[config.mk]
export PLATFORM = sky130hd
export DESIGN_NAME = mesh_packet_header_deframer_flat
export DESIGN_NICKNAME = d
export VERILOG_FILES = /design/src/mphd_pkg.sv /design/src/mphd_in_if.sv /design/src/mphd_out_if.sv /design/src/mphd_capture.sv /design/src/mphd_tag.sv /design/src/mesh_packet_header_deframer.sv /design/src/flat_wrapper.sv
export VERILOG_INCLUDE_DIRS = /design/src /design/src/src
export SDC_FILE = /design/constraint.sdc
export NUM_CORES = 1
export LEC_CHECK = 0
export ABC_AREA = 1
export BUFFER_PORTS_ARGS = -buffer_cell sky130_fd_sc_hd__buf_4
export CORE_ASPECT_RATIO = 0.8
export CORE_MARGIN = 2
export CORE_UTILIZATION = 38
export DETAILED_ROUTE_END_ITERATION = 10
export GPL_TIMING_DRIVEN = 0
export PLACE_DENSITY = 0.55
export SLEW_MARGIN = 10
export SYNTH_ARGS = -nofsm -noshare
export SYNTH_HDL_FRONTEND = slang
export SYNTH_SLANG_ARGS = --single-unit
[constraint.sdc]
create_clock -name i_clk -period 7.9 [get_ports i_clk]
set_input_delay 1.58 -clock i_clk [delete_from_list [all_inputs] [get_ports i_clk]]
set_output_delay 1.58 -clock i_clk [all_outputs]
set_load 0.01 [all_outputs]
[src/assert_macros.svh]
// Assertion macros shared by the deframer RTL.
// Depends on nothing; included by files that carry concurrent assertions.
`ifndef ASSERT_MACROS_SVH
`define ASSERT_MACROS_SVH

// Checks a property on every rising clock edge outside reset.
`define ASSERT_AT(label, clk, rst_n, prop, msg) \
    label: assert property (@(posedge clk) disable iff (!rst_n) prop) else $error(msg);

// Checks that a condition never holds outside reset.
`define ASSERT_NEVER(label, clk, rst_n, cond, msg) \
    `ASSERT_AT(label, clk, rst_n, !(cond), msg)

`endif

[src/mphd_pkg.sv]
// Package for the mesh packet header deframer: field codes, flag bit
// positions and the words passed between the pipeline stages. No dependencies.
package mphd_pkg;

    // Width and ceiling of the per-field byte offset.
    localparam int                     OFFSET_BITS = 11;
    localparam logic [OFFSET_BITS-1:0] OFFSET_MAX  = 11'd2047;

    // Bit positions inside the flags byte.
    localparam int FLAG_HEADER_BIT    = 6;
    localparam int FLAG_CONTEXT_BIT   = 5;
    localparam int FLAG_TRANSPORT_BIT = 4;
    localparam int FLAG_DEST_HI       = 3;
    localparam int FLAG_DEST_LO       = 2;
    localparam int FLAG_PACKET_HI     = 1;
    localparam int FLAG_PACKET_LO     = 0;

    // The flags byte enters the hash with its high nibble cleared.
    localparam logic [7:0] HASH_FLAGS_MASK = 8'h0F;

    // Field a byte belongs to.
    typedef enum logic [2:0] {
        FK_FLAGS     = 3'd0,
        FK_HOPS      = 3'd1,
        FK_TRANSPORT = 3'd2,
        FK_DEST      = 3'd3,
        FK_CONTEXT   = 3'd4,
        FK_PAYLOAD   = 3'd5
    } t_field_kind;

    // Word held in the input register: the byte and the packet's flags.
    typedef struct packed {
        logic [7:0] data_byte;
        logic       last_byte;
        logic [7:0] flags;
    } t_stage_word;

    // Word held in the result register.
    typedef struct packed {
        logic [7:0]             byte_value;
        t_field_kind            field_kind;
        logic [OFFSET_BITS-1:0] field_offset;
        logic                   hash_valid;
        logic [7:0]             hash_byte;
        logic                   two_address_header;
        logic                   context_flag_bit;
        logic                   transport_mode;
        logic [1:0]             destination_kind;
        logic [1:0]             packet_kind;
        logic                   packet_end;
        logic                   status;
    } t_result;

endpackage

[src/mphd_in_if.sv]
// Input channel of the deframer: one raw packet byte per word.
// Depends on nothing.
interface mphd_in_if;
    logic       valid;
    logic       ready;
    logic [7:0] data_byte;
    logic       last_byte;

    modport source (output valid, output data_byte, output last_byte, input ready);
    modport sink   (input valid, input data_byte, input last_byte, output ready);
endinterface

[src/mphd_out_if.sv]
// Output channel of the deframer: one tagged byte per word.
// Depends on nothing.
interface mphd_out_if;
    logic        valid;
    logic        ready;
    logic [7:0]  byte_value;
    logic [2:0]  field_kind;
    logic [10:0] field_offset;
    logic        hash_valid;
    logic [7:0]  hash_byte;
    logic        two_address_header;
    logic        context_flag_bit;
    logic        transport_mode;
    logic [1:0]  destination_kind;
    logic [1:0]  packet_kind;
    logic        packet_end;
    logic        status;

    modport source (
        output valid, input ready,
        output byte_value, output field_kind, output field_offset,
        output hash_valid, output hash_byte, output two_address_header,
        output context_flag_bit, output transport_mode, output destination_kind,
        output packet_kind, output packet_end, output status
    );
    modport sink (
        input valid, output ready,
        input byte_value, input field_kind, input field_offset,
        input hash_valid, input hash_byte, input two_address_header,
        input context_flag_bit, input transport_mode, input destination_kind,
        input packet_kind, input packet_end, input status
    );
endinterface

[src/mphd_capture.sv]
// Input stage of the deframer: accepts bytes, tracks the byte position and
// the flags byte of the current packet. Depends on mphd_pkg and mphd_in_if.
module mphd_capture import mphd_pkg::*; #(
    parameter int MAX_PACKET_BYTES = 2048,
    parameter int POS_BITS         = $clog2(MAX_PACKET_BYTES)
) (
    input  logic              i_clk,
    input  logic              i_rst_n,
    mphd_in_if.sink           i_in,
    input  logic              i_take,
    output logic              o_valid,
    output t_stage_word       o_word,
    output logic [POS_BITS-1:0] o_pos
);

    localparam logic [POS_BITS-1:0] POS_LAST = POS_BITS'(MAX_PACKET_BYTES - 1);

    logic                r_valid;
    t_stage_word         r_word;
    logic [POS_BITS-1:0] r_pos;
    logic [POS_BITS-1:0] r_position;
    logic [7:0]          r_held_flags;

    logic                accept;
    logic                first_byte;
    logic [7:0]          n_flags;
    logic [POS_BITS-1:0] n_position;

    // The stage takes a new word when empty or when its word moves on.
    assign i_in.ready = !r_valid || i_take;
    assign accept     = i_in.valid && i_in.ready;
    assign first_byte = (r_position == '0);

    // The flags byte is the data itself at the start of a packet.
    assign n_flags = first_byte ? i_in.data_byte : r_held_flags;

    // Position restarts after the last byte and sticks at its ceiling.
    always_comb begin
        if (i_in.last_byte) begin
            n_position = '0;
        end else if (r_position < POS_LAST) begin
            n_position = r_position + POS_BITS'(1);
        end else begin
            n_position = r_position;
        end
    end

    // Packet state and the valid flag of the input register.
    always_ff @(posedge i_clk) begin
        if (!i_rst_n) begin
            r_valid      <= 1'b0;
            r_position   <= '0;
            r_held_flags <= '0;
        end else begin
            if (accept) begin
                r_valid      <= 1'b1;
                r_position   <= n_position;
                r_held_flags <= n_flags;
            end else if (i_take) begin
                r_valid <= 1'b0;
            end
        end
    end

    // Payload of the input register.
    always_ff @(posedge i_clk) begin
        if (accept) begin
            r_word.data_byte <= i_in.data_byte;
            r_word.last_byte <= i_in.last_byte;
            r_word.flags     <= n_flags;
            r_pos            <= r_position;
        end
    end

    assign o_valid = r_valid;
    assign o_word  = r_word;
    assign o_pos   = r_pos;

endmodule

[src/mphd_tag.sv]
// Tagging stage of the deframer: classifies a byte by position and flags and
// holds the result register. Depends on mphd_pkg and mphd_out_if.
module mphd_tag import mphd_pkg::*; #(
    parameter int DEST_HASH_BYTES  = 16,
    parameter int MAX_PACKET_BYTES = 2048,
    parameter int POS_BITS         = $clog2(MAX_PACKET_BYTES)
) (
    input  logic                i_clk,
    input  logic                i_rst_n,
    input  logic                i_valid,
    input  t_stage_word         i_word,
    input  logic [POS_BITS-1:0] i_pos,
    output logic                o_take,
    mphd_out_if.source          o_out
);

    // Working width: room for the position, the header bounds and the offset.
    localparam int OW = (POS_BITS + 1 > OFFSET_BITS) ? POS_BITS + 1 : OFFSET_BITS;

    localparam logic [OW-1:0] HOPS_POS  = OW'(1);
    localparam logic [OW-1:0] TID_START = OW'(2);
    localparam logic [OW-1:0] DEST_TWO  = OW'(2 + DEST_HASH_BYTES);
    localparam logic [OW-1:0] CTX_ONE   = OW'(2 + DEST_HASH_BYTES);
    localparam logic [OW-1:0] CTX_TWO   = OW'(2 + 2 * DEST_HASH_BYTES);
    localparam logic [OW-1:0] PAY_ONE   = OW'(3 + DEST_HASH_BYTES);
    localparam logic [OW-1:0] PAY_TWO   = OW'(3 + 2 * DEST_HASH_BYTES);

    logic        r_valid;
    t_result     r_result;
    t_result     n_result;

    logic [OW-1:0] pos_x;
    logic          two;
    logic [OW-1:0] dest_start;
    logic [OW-1:0] ctx_pos;
    logic [OW-1:0] pay_start;
    logic [OW-1:0] base;
    logic [OW-1:0] diff;
    t_field_kind   kind;

    assign pos_x = {{(OW - POS_BITS){1'b0}}, i_pos};
    assign two   = i_word.flags[FLAG_HEADER_BIT];

    // Field bounds; a two-address header inserts the transport id first,
    // so the destination starts at 18 at default sizes.
    assign dest_start = two ? DEST_TWO : TID_START;
    assign ctx_pos    = two ? CTX_TWO  : CTX_ONE;
    assign pay_start  = two ? PAY_TWO  : PAY_ONE;

    // Field kind and the start the offset is measured from.
    always_comb begin
        if (pos_x == '0) begin
            kind = FK_FLAGS;
            base = pos_x;
        end else if (pos_x == HOPS_POS) begin
            kind = FK_HOPS;
            base = pos_x;
        end else if (pos_x < dest_start) begin
            kind = FK_TRANSPORT;
            base = TID_START;
        end else if (pos_x < ctx_pos) begin
            kind = FK_DEST;
            base = dest_start;
        end else if (pos_x == ctx_pos) begin
            kind = FK_CONTEXT;
            base = pos_x;
        end else begin
            kind = FK_PAYLOAD;
            base = pay_start;
        end
    end

    assign diff = pos_x - base;

    // Result word for the byte in the input register.
    always_comb begin
        n_result.byte_value         = i_word.data_byte;
        n_result.field_kind         = kind;
        n_result.field_offset       = (diff > OW'(OFFSET_MAX)) ? OFFSET_MAX
                                                               : diff[OFFSET_BITS-1:0];
        n_result.two_address_header = two;
        n_result.context_flag_bit   = i_word.flags[FLAG_CONTEXT_BIT];
        n_result.transport_mode     = i_word.flags[FLAG_TRANSPORT_BIT];
        n_result.destination_kind   = i_word.flags[FLAG_DEST_HI:FLAG_DEST_LO];
        n_result.packet_kind        = i_word.flags[FLAG_PACKET_HI:FLAG_PACKET_LO];
        n_result.packet_end         = i_word.last_byte;
        // The packet is short when it ends before its context byte.
        n_result.status             = i_word.last_byte && (pos_x < ctx_pos);
        // Hash input: masked flags byte, then everything from the destination on.
        if (pos_x == '0) begin
            n_result.hash_valid = 1'b1;
            n_result.hash_byte  = i_word.data_byte & HASH_FLAGS_MASK;
        end else if (pos_x >= dest_start) begin
            n_result.hash_valid = 1'b1;
            n_result.hash_byte  = i_word.data_byte;
        end else begin
            n_result.hash_valid = 1'b0;
            n_result.hash_byte  = '0;
        end
    end

    // The result register loads when empty or when its word is taken.
    assign o_take = i_valid && (!r_valid || o_out.ready);

    always_ff @(posedge i_clk) begin
        if (!i_rst_n) begin
            r_valid <= 1'b0;
        end else if (o_take) begin
            r_valid <= 1'b1;
        end else if (o_out.ready) begin
            r_valid <= 1'b0;
        end
    end

    always_ff @(posedge i_clk) begin
        if (o_take) begin
            r_result <= n_result;
        end
    end

    // Drive the output channel.
    assign o_out.valid              = r_valid;
    assign o_out.byte_value         = r_result.byte_value;
    assign o_out.field_kind         = r_result.field_kind;
    assign o_out.field_offset       = r_result.field_offset;
    assign o_out.hash_valid         = r_result.hash_valid;
    assign o_out.hash_byte          = r_result.hash_byte;
    assign o_out.two_address_header = r_result.two_address_header;
    assign o_out.context_flag_bit   = r_result.context_flag_bit;
    assign o_out.transport_mode     = r_result.transport_mode;
    assign o_out.destination_kind   = r_result.destination_kind;
    assign o_out.packet_kind        = r_result.packet_kind;
    assign o_out.packet_end         = r_result.packet_end;
    assign o_out.status             = r_result.status;

endmodule

[src/mesh_packet_header_deframer.sv]
// Channel   Dir  Word carries
// i_in      in   data_byte, last_byte
// o_out     out  tagged byte, field kind and offset, hash byte, flag fields, status
//
// One byte per cycle while o_out.ready stays high: a byte accepted into the input
// register loads the result register from there and then can leave on o_out.
// While a result waits, the input register still takes one more word; after that
// i_in.ready stays low until the result word is taken.
// Synchronous active-low reset empties both registers and restarts the packet.
// Top level of the mesh packet header deframer; uses mphd_pkg, the channel
// interfaces, mphd_capture, mphd_tag and assert_macros.svh.
`include "assert_macros.svh"

module mesh_packet_header_deframer import mphd_pkg::*; #(
    parameter int DEST_HASH_BYTES  = 16,
    parameter int MAX_PACKET_BYTES = 2048
) (
    input  logic        i_clk,
    input  logic        i_rst_n,
    mphd_in_if.sink     i_in,
    mphd_out_if.source  o_out
);

    localparam int POS_BITS = $clog2(MAX_PACKET_BYTES);

    logic                stage_valid;
    logic                stage_take;
    t_stage_word         stage_word;
    logic [POS_BITS-1:0] stage_pos;

    // Input register with the packet position and flags.
    mphd_capture #(
        .MAX_PACKET_BYTES (MAX_PACKET_BYTES),
        .POS_BITS         (POS_BITS)
    ) u_capture (
        .i_clk   (i_clk),
        .i_rst_n (i_rst_n),
        .i_in    (i_in),
        .i_take  (stage_take),
        .o_valid (stage_valid),
        .o_word  (stage_word),
        .o_pos   (stage_pos)
    );

    // Classification and result register.
    mphd_tag #(
        .DEST_HASH_BYTES  (DEST_HASH_BYTES),
        .MAX_PACKET_BYTES (MAX_PACKET_BYTES),
        .POS_BITS         (POS_BITS)
    ) u_tag (
        .i_clk   (i_clk),
        .i_rst_n (i_rst_n),
        .i_valid (stage_valid),
        .i_word  (stage_word),
        .i_pos   (stage_pos),
        .o_take  (stage_take),
        .o_out   (o_out)
    );

    // A short-packet status only appears on the last byte.
    `ASSERT_AT(a_status_on_end, i_clk, i_rst_n,
        o_out.valid && o_out.status |-> o_out.packet_end, "status set off packet end")
    // Bytes outside the hash carry a zero hash byte.
    `ASSERT_AT(a_hash_idle_zero, i_clk, i_rst_n,
        o_out.valid && !o_out.hash_valid |-> o_out.hash_byte == 8'd0, "hash byte not zero")
    // A transport id only exists in a two-address header.
    `ASSERT_NEVER(a_tid_two_addr, i_clk, i_rst_n,
        o_out.valid && (o_out.field_kind == FK_TRANSPORT) && !o_out.two_address_header,
        "transport id in one-address header")
    // A word taken by the tag stage leaves the input register or is replaced.
    `ASSERT_AT(a_stage_drain, i_clk, i_rst_n,
        stage_take && !(i_in.valid && i_in.ready) |=> !stage_valid,
        "input register kept a moved word")

endmodule

[src/flat_wrapper.sv]
// flat-port wrapper written by rule: the top's interface ports become plain ports
module mesh_packet_header_deframer_flat import mphd_pkg::*;
#(
    parameter int DEST_HASH_BYTES  = 16,
    parameter int MAX_PACKET_BYTES = 2048
)
  (i_clk, i_rst_n, i_in_valid, i_in_data_byte, i_in_last_byte, i_in_ready, o_out_valid, o_out_ready, o_out_byte_value, o_out_field_kind, o_out_field_offset, o_out_hash_valid, o_out_hash_byte, o_out_two_address_header, o_out_context_flag_bit, o_out_transport_mode, o_out_destination_kind, o_out_packet_kind, o_out_packet_end, o_out_status);
  mphd_in_if i_in_i ();
  mphd_out_if o_out_i ();
  input  logic i_clk;
  input  logic i_rst_n;
  input wire logic [$bits(i_in_i.valid)-1:0] i_in_valid;
  input wire logic [$bits(i_in_i.data_byte)-1:0] i_in_data_byte;
  input wire logic [$bits(i_in_i.last_byte)-1:0] i_in_last_byte;
  output wire logic [$bits(i_in_i.ready)-1:0] i_in_ready;
  output wire logic [$bits(o_out_i.valid)-1:0] o_out_valid;
  input wire logic [$bits(o_out_i.ready)-1:0] o_out_ready;
  output wire logic [$bits(o_out_i.byte_value)-1:0] o_out_byte_value;
  output wire logic [$bits(o_out_i.field_kind)-1:0] o_out_field_kind;
  output wire logic [$bits(o_out_i.field_offset)-1:0] o_out_field_offset;
  output wire logic [$bits(o_out_i.hash_valid)-1:0] o_out_hash_valid;
  output wire logic [$bits(o_out_i.hash_byte)-1:0] o_out_hash_byte;
  output wire logic [$bits(o_out_i.two_address_header)-1:0] o_out_two_address_header;
  output wire logic [$bits(o_out_i.context_flag_bit)-1:0] o_out_context_flag_bit;
  output wire logic [$bits(o_out_i.transport_mode)-1:0] o_out_transport_mode;
  output wire logic [$bits(o_out_i.destination_kind)-1:0] o_out_destination_kind;
  output wire logic [$bits(o_out_i.packet_kind)-1:0] o_out_packet_kind;
  output wire logic [$bits(o_out_i.packet_end)-1:0] o_out_packet_end;
  output wire logic [$bits(o_out_i.status)-1:0] o_out_status;
  assign i_in_i.valid = i_in_valid;
  assign i_in_i.data_byte = i_in_data_byte;
  assign i_in_i.last_byte = i_in_last_byte;
  assign i_in_ready = i_in_i.ready;
  assign o_out_valid = o_out_i.valid;
  assign o_out_i.ready = o_out_ready;
  assign o_out_byte_value = o_out_i.byte_value;
  assign o_out_field_kind = o_out_i.field_kind;
  assign o_out_field_offset = o_out_i.field_offset;
  assign o_out_hash_valid = o_out_i.hash_valid;
  assign o_out_hash_byte = o_out_i.hash_byte;
  assign o_out_two_address_header = o_out_i.two_address_header;
  assign o_out_context_flag_bit = o_out_i.context_flag_bit;
  assign o_out_transport_mode = o_out_i.transport_mode;
  assign o_out_destination_kind = o_out_i.destination_kind;
  assign o_out_packet_kind = o_out_i.packet_kind;
  assign o_out_packet_end = o_out_i.packet_end;
  assign o_out_status = o_out_i.status;
  mesh_packet_header_deframer #(.DEST_HASH_BYTES(DEST_HASH_BYTES), .MAX_PACKET_BYTES(MAX_PACKET_BYTES)) u_core (.i_clk(i_clk), .i_rst_n(i_rst_n), .i_in(i_in_i), .o_out(o_out_i));
endmodule
Yosys cells after proc, flatten, opt, wreduce, memory -nomap -nowiden
Index checks and enable logic that the tools add are counted.
{ "word_totals": {"ff_bits": 88, "latchBits": 0, "ram_bits": 0, "mem_bits_ro": 0, "inputBits": 13, "elab_cells": 70, "mem_count": 0} }
{ "classes": {"add_sub_neg": 2, "mul": 0, "div_mod_pow": 0, "magnitude_cmp": 5, "eq_ne": 2, "shifts": 0, "muxes": 21, "bitwise": 1, "reduce_logical": 16} }
{ "ops": {"columns": ["operator", "count"], "rows": [
  ["two-way mux 12 bit", 4],
  ["two-way mux 11 bit", 3],
  ["greater-or-equal comparator 11 x 12 -> 1 bit", 1],
  ["> comparator 12 x 11 -> 1 bit, second input constant", 1],
  ["zero test 12 bit", 1],
  ["less-than comparator 11 x 12 -> 1 bit", 1],
  ["two-way mux 6 bit", 2],
  ["subtractor 11 x 12 -> 12 bit", 1],
  ["adder 11 x 1 -> 11 bit, second input constant", 1],
  ["equality test 11 x 1 -> 1 bit, second input constant", 1],
  ["equality test 11 x 6 -> 1 bit", 1],
  ["zero test 11 bit", 1],
  ["less-than comparator 11 bit, second input constant", 1],
  ["less-than comparator 11 x 6 -> 1 bit", 1],
  ["two-way mux 9 bit", 1],
  ["two-way mux 8 bit", 1],
  ["two-way mux 1 bit", 6],
  ["nonzero test 2 bit", 3],
  ["two-way mux 5 bit", 1],
  ["two-way mux 2 bit", 2],
  ["two-way mux 4 bit", 1],
  ["OR reduction 2 bit", 2],
  ["OR reduction 4 bit", 1],
  ["logical AND 1 bit", 3],
  ["other kinds (4)", 6]
]} }

Logic depth before layout (Yosys ltp)
{ "logic_depth": {"ltp_word": 9, "depth_mapped": 18} }

Modules after synthesis
From an unflattened synthesis, not the netlist that was laid out.
{ "hier_totals": {"hier_cells": 500, "hier_area_um2": 4473.0} }
{ "modules_own_cells": {"columns": ["mod", "instances", "cells_each", "area_per_inst_um2", "seq_area_each_um2"], "rows": [
  ["mphd_tag", 1, 255, 2312.2, 1221.2],
  ["mphd_capture", 1, 245, 2160.8, 1241.2]
]} }

Worst setup path before layout
Ideal clock, no wire load.
{ "synth_timing": {"path_type": "input to register", "startpoint": "input port o_out_ready", "endpoint": "register u_core.u_tag.r_result, in the netlist u_core.u_tag.o_out.byte_value[0] (enable)", "setup_ns": 0.451, "t_arrival_ns": 3.604, "t_required_ns": 7.449, "setup_slack_ns": 3.845, "path_stages": 2, "cell_sequence": "inv_1 a21oi_1"} }
{ "synth_via": {"elab_chain_cells": 2} }
{ "synth_lines": {"columns": ["item", "line_no", "source"], "rows": [
  ["from (decl)", "flat_wrapper.sv:17", "input wire logic [$bits(o_out_i.ready)-1:0] o_out_ready;"],
  ["logical OR 1 bit", "mphd_tag.sv:103", "assign o_take = i_valid && (!r_valid || o_out.ready);"],
  ["logical AND 1 bit", "mphd_tag.sv:103", null],
  ["net u_core.stage_take", "mesh_packet_header_deframer.sv:27", "logic stage_take;"],
  ["to (signal assigned)", "mphd_tag.sv:117", "r_result <= n_result;"],
  ["to (decl)", "mphd_tag.sv:29", "t_result r_result;"]
]} }
The timed path passes the listed nets, and every way through them passes these cells.
A chain may end at the register's enable or synchronous reset.

Worst setup path in the final report
{ "layout_timing": {"startpoint": "input port o_out_ready", "endpoint": "output port i_in_ready"} }
{ "layout_via": {"elab_chain_cells": 3} }
{ "layout_lines": {"columns": ["item", "line_no", "source"], "rows": [
  ["logical OR 1 bit", "mphd_tag.sv:103", null],
  ["logical AND 1 bit", "mphd_tag.sv:103", null],
  ["logical OR 1 bit", "mphd_capture.sv:30", "assign i_in.ready = !r_valid || i_take;"],
  ["to (decl)", "flat_wrapper.sv:15", "output wire logic [$bits(i_in_i.ready)-1:0] i_in_ready;"]
]} }
Every way passes these cells.

==> reports/results.md <==
| Metric | Reported |
|:---|:---|
| Share of total power in the clock network | 0.389 |
| Final Non-Filler Cells | 648 |
| Hold Fails Final Rpt | 0 |
| Depth of the CTS H-tree | 3 |
| Run status | completed |
| DR pass1 iterations | 4 |
| Number of DRC markers after the initial detailed-route iteration | 175 |
| Clock root buffer | sky130_fd_sc_hd__clkbuf_16 |
| Remaining max-slew budget at the tightest pin | 0.4997 |
| Clock buffer count from CTS | 9 |
| Area share of the largest cell type after synthesis | 0.4925 |
| Yosys warns | 0 |
| Via count | 2932 |
| Clk pin slew, worst setup/hold paths | 0.06 ns |
| Switching share of power | 0.2382 |
| Cells along the critical path | buf_4, inv_1, nand3_2, buf_4 |
| Ratio of final minimum period to clock period | 0.4640 |
| Number of antenna violations at the first check in global routing | 0 |
| Power per unit of standard cell area | 213.4 nW/um2 |
| Fraction of registers with async set/reset | 0 |
| Total die area | 11600 um2 |
| Post-Route Hold Slack | 0.4157 ns |
| Detailed Route WL | 7490 um |
| Final weighted congestion in routability-driven placement | 0.8508 |
| Wirelength per Cell | 11.56 um |
| Final #Nets | 533 |
| Mean post-synth cell area | 9.478 um2 |
| Part of the power in combinational logic | 0.115 |
| Arrival @ worst endpoint | 2.09 ns |
| Vertical die dimension | 96.74 um |
| # DRC | 0 |
| Wire length of the first global-routing pass | 12850 um |
| Remaining antenna violation count | 0 |
| Core Util, Final | 0.4851 |
| Post-synthesis cell count | 431 |
| IO Count | 55 |
| Most numerous cell on the critical path | sky130_fd_sc_hd__buf_4 |
| Sort of element at the end of the critical path | output pin |
| Total of flip-flops plus latches after synthesis | 87 |
| Timing endpoint of the critical path | i_in_ready |
| Gr usage total | 0.1391 |
| Insertion delay to the later sink of the worst-skew pair | 0.34 ns |
| Post-Route Setup TNS | 0 ns |
| Cell area after synthesis | 4085 um2 |
| Most common cell in the netlist | sky130_fd_sc_hd__nand2_1 |
| Path depth of the worst reg2reg path | 16 |
| Initial core utilization | 0.3942 |
| Core area | 10360 um2 |
| Number of hold buffers added after CTS | 0 |
| Static leakage | 0.002203 uW |
| Port buffer count | 54 |
| DP Cell Count | 632 |
| Netlist cell types | 31 |
| Number of buffers between clock root and the deepest sink | 2 |
| Maximum frequency from static timing analysis | 0.2728 GHz |
| Signed area change from the synthesized netlist to the final layout | 23.06% |
| Antenna diode count | 0 |
| Vias in the first global route | 2720 |
| VDD IR max | 0.1375 mV |
| Maximum single-stage delay on the critical path | 0.16 ns |
| Reg-to-Reg End | u_core.u_tag.o_out.field_offset[8] |
| Unrepaired setup endpoints after global routing | no |
| Final slew viol count | 0 |
| Type of the most critical hold path | flip-flop to flip-flop |
| Post-synth top cells | sky130_fd_sc_hd__nand2_1 (108), sky130_fd_sc_hd__edfxtp_1 (67), sky130_fd_sc_hd__inv_1 (58), sky130_fd_sc_hd__nor2_1 (58), sky130_fd_sc_hd__nand3_1 (31) |
| Final Skew | 0.009898 ns |
| Maximum number of pins on one net before global-route repair | 37 |
| Least setup slack across all paths after layout | 4.234 ns |
| CTS tree | yes |
| Post-CTS setup buffers | 0 |
| Sink count of the clock tree | 87 |
| Switching component of the power | 255.5 uW |
| Rows | 33 |
| Post-DP HPWL | 5681 um |
| Req. time, crit path | 6.32 ns |
| Floorplan die width | 119.9 um |
| Layout cells sized above 1 | 0.1693 |
| Largest driver fanout on the critical path | 3 |
| Pre-CTS setup slack | 4.232 ns |
| Internal | 817.3 uW |
| Library cell contributing the largest single delay on the critical path | sky130_fd_sc_hd__buf_4 |
| Top post-synthesis cells by area | sky130_fd_sc_hd__edfxtp_1 (49%), sky130_fd_sc_hd__nand2_1 (9.9%), sky130_fd_sc_hd__dfxtp_1 (9.8%) |
| Vias per Instance | 4.525 |
| Final setup fails | 0 |
| Slew at the pin closest to its max-slew limit | 0.7504 ns |
| Min Tclk post-route | 3.666 ns |
| Worst setup path startpoint | o_out_ready |
| Setup slack of the most critical reg-to-reg path | 4.67 ns |
| Crit start category | primary input |
| Proportion of synthesized chip area in sequential cells | 0.5905 |
| Critical path type | primary input to output pin |
| Number of synthesized flops with an enable pin | 67 |
| Dominant synthesized flop cell | sky130_fd_sc_hd__edfxtp_1 |
| Sequential fraction of design power | 0.496 |
| Maxcap violations | 0 |
| Residual overflow from global routing | 0 |
| Number of gates resized after CTS | 0 |
| Largest area contributor in the netlist | sky130_fd_sc_hd__edfxtp_1 |
| Reg-to-Reg Start | u_core.u_capture.o_pos[4] |
-- cell families after synthesis --
kind of cell	synth area share
and+or+nand+nor	0.2214
AOI/OAI and AO/OA	0.05146
adders and majority gates	0.05390
xor gates and xnor gates	0.01715
DFF	0.5905
buffers and inverters	0.06462
other	0.0009180
-- routing by layer --
layer / global-route usage / wire [um]
met4: 0.03982 / 87
met5: 0 / 0
met1: 0.2022 / 3795
met3: 0.04127 / 451
met2: 0.2006 / 3155
-- power groups by stage --
stage          Sequential (uW)  Combinational [uW]  Clock (uW)
6_report                   532                 123         418
5_1_grt                    535                 141         445
4_1_cts                    532                 124         429
3_5_place_dp               542                 124           0
3_3_place_gp               542                 121           0
2_1_floorplan              546                76.0           0
-- registers in the layout (all words and copies together), names as in the netlist --
signal                                 cells
u_core.u_tag.o_out.packet_end              1
u_core.u_tag.o_out.status                  1
u_core.u_tag.o_out.hash_byte               8
u_core.u_capture.r_position               11
u_core.u_tag.o_out.hash_valid              1
u_core.u_tag.o_out.field_kind              3
u_core.u_tag.o_out.two_address_header      1
u_core.u_capture.o_pos                    11
u_core.u_capture.r_held_flags              7
u_core.u_capture.o_word                   16
u_core.u_tag.o_out.context_flag_bit        1
u_core.u_tag.o_out.packet_kind             2
u_core.u_tag.o_out.field_offset           11
u_core.u_capture.o_valid                   1
u_core.u_tag.o_out.destination_kind        2
u_core.u_tag.o_out.byte_value              8
u_core.u_tag.o_out.valid                   1
u_core.u_tag.o_out.transport_mode          1
-- layout make-up --
| class | count | area (um2) |
|---|---|---|
| repair buffers | 55 | 432.9 |
| fillers | 947 | 5336 |
| plain buffers | 5 | 38.79 |
| inverters | 60 | 225.2 |
| flip-flops and latches | 87 | 2412 |
| multi-input cells | 285 | 1443 |
| clock inverters | 6 | 71.32 |
| clock buffers | 10 | 229.0 |
| well taps | 140 | 175.2 |
-- through the flow --
step	instance area [um2]	total power [uW]
global route	5027	1121
detailed placement	4727	665.7
finish	5027	1073
CTS	5027	1085
floorplan	4108	621.5
global placement	4688	663.4
-- placed cells by master (no fill, tap or decap) --
cell / n
sky130_fd_sc_hd__a21o_1: 2
sky130_fd_sc_hd__a21oi_1: 16
sky130_fd_sc_hd__a21oi_2: 3
sky130_fd_sc_hd__a21oi_4: 1
sky130_fd_sc_hd__buf_16: 1
sky130_fd_sc_hd__buf_2: 1
sky130_fd_sc_hd__buf_4: 55
sky130_fd_sc_hd__buf_6: 2
sky130_fd_sc_hd__bufinv_16: 1
sky130_fd_sc_hd__clkbuf_1: 2
sky130_fd_sc_hd__clkbuf_16: 9
sky130_fd_sc_hd__clkinv_4: 2
sky130_fd_sc_hd__clkinvlp_4: 2
sky130_fd_sc_hd__conb_1: 7
sky130_fd_sc_hd__dfxtp_1: 20
sky130_fd_sc_hd__edfxtp_1: 67
sky130_fd_sc_hd__fa_1: 1
sky130_fd_sc_hd__ha_1: 16
sky130_fd_sc_hd__inv_1: 58
sky130_fd_sc_hd__inv_2: 2
sky130_fd_sc_hd__inv_6: 1
sky130_fd_sc_hd__nand2_1: 108
sky130_fd_sc_hd__nand2_2: 1
sky130_fd_sc_hd__nand3_1: 31
sky130_fd_sc_hd__nand3_2: 1
sky130_fd_sc_hd__nand3b_1: 1
sky130_fd_sc_hd__nand4_1: 8
sky130_fd_sc_hd__nor2_1: 58
sky130_fd_sc_hd__nor2_2: 1
sky130_fd_sc_hd__nor2_4: 1
sky130_fd_sc_hd__nor3_1: 7
sky130_fd_sc_hd__o21a_1: 1
sky130_fd_sc_hd__o21ai_0: 9
sky130_fd_sc_hd__o21ai_2: 2
sky130_fd_sc_hd__o21bai_1: 1
sky130_fd_sc_hd__o22ai_1: 1
sky130_fd_sc_hd__xnor2_1: 2
sky130_fd_sc_hd__xor2_1: 6
-- critical path: cells and delay by family --
family | cells | cell delay, ns
buffers and inverters | 3 | 0.40
and+or+nand+nor | 1 | 0.11
-- how the worst min path moves through the flow --
stage,startpoint,endpoint,slack (ns),cells past startpoint
2_1_floorplan,u_core.u_capture.o_word[5],u_core.u_tag.o_out.context_flag_bit,0.40,0
3_3_place_gp,u_core.u_capture.o_word[2],u_core.u_tag.o_out.destination_kind[0],0.40,0
3_5_place_dp,u_core.u_capture.o_word[5],u_core.u_tag.o_out.context_flag_bit,0.40,0
4_1_cts,u_core.u_capture.o_word[5],u_core.u_tag.o_out.context_flag_bit,0.42,0
5_1_grt,u_core.u_capture.o_word[4],u_core.u_tag.o_out.transport_mode,0.42,0
6_report,u_core.u_capture.o_word[5],u_core.u_tag.o_out.context_flag_bit,0.42,0
(Power assumes the default switching activity.)
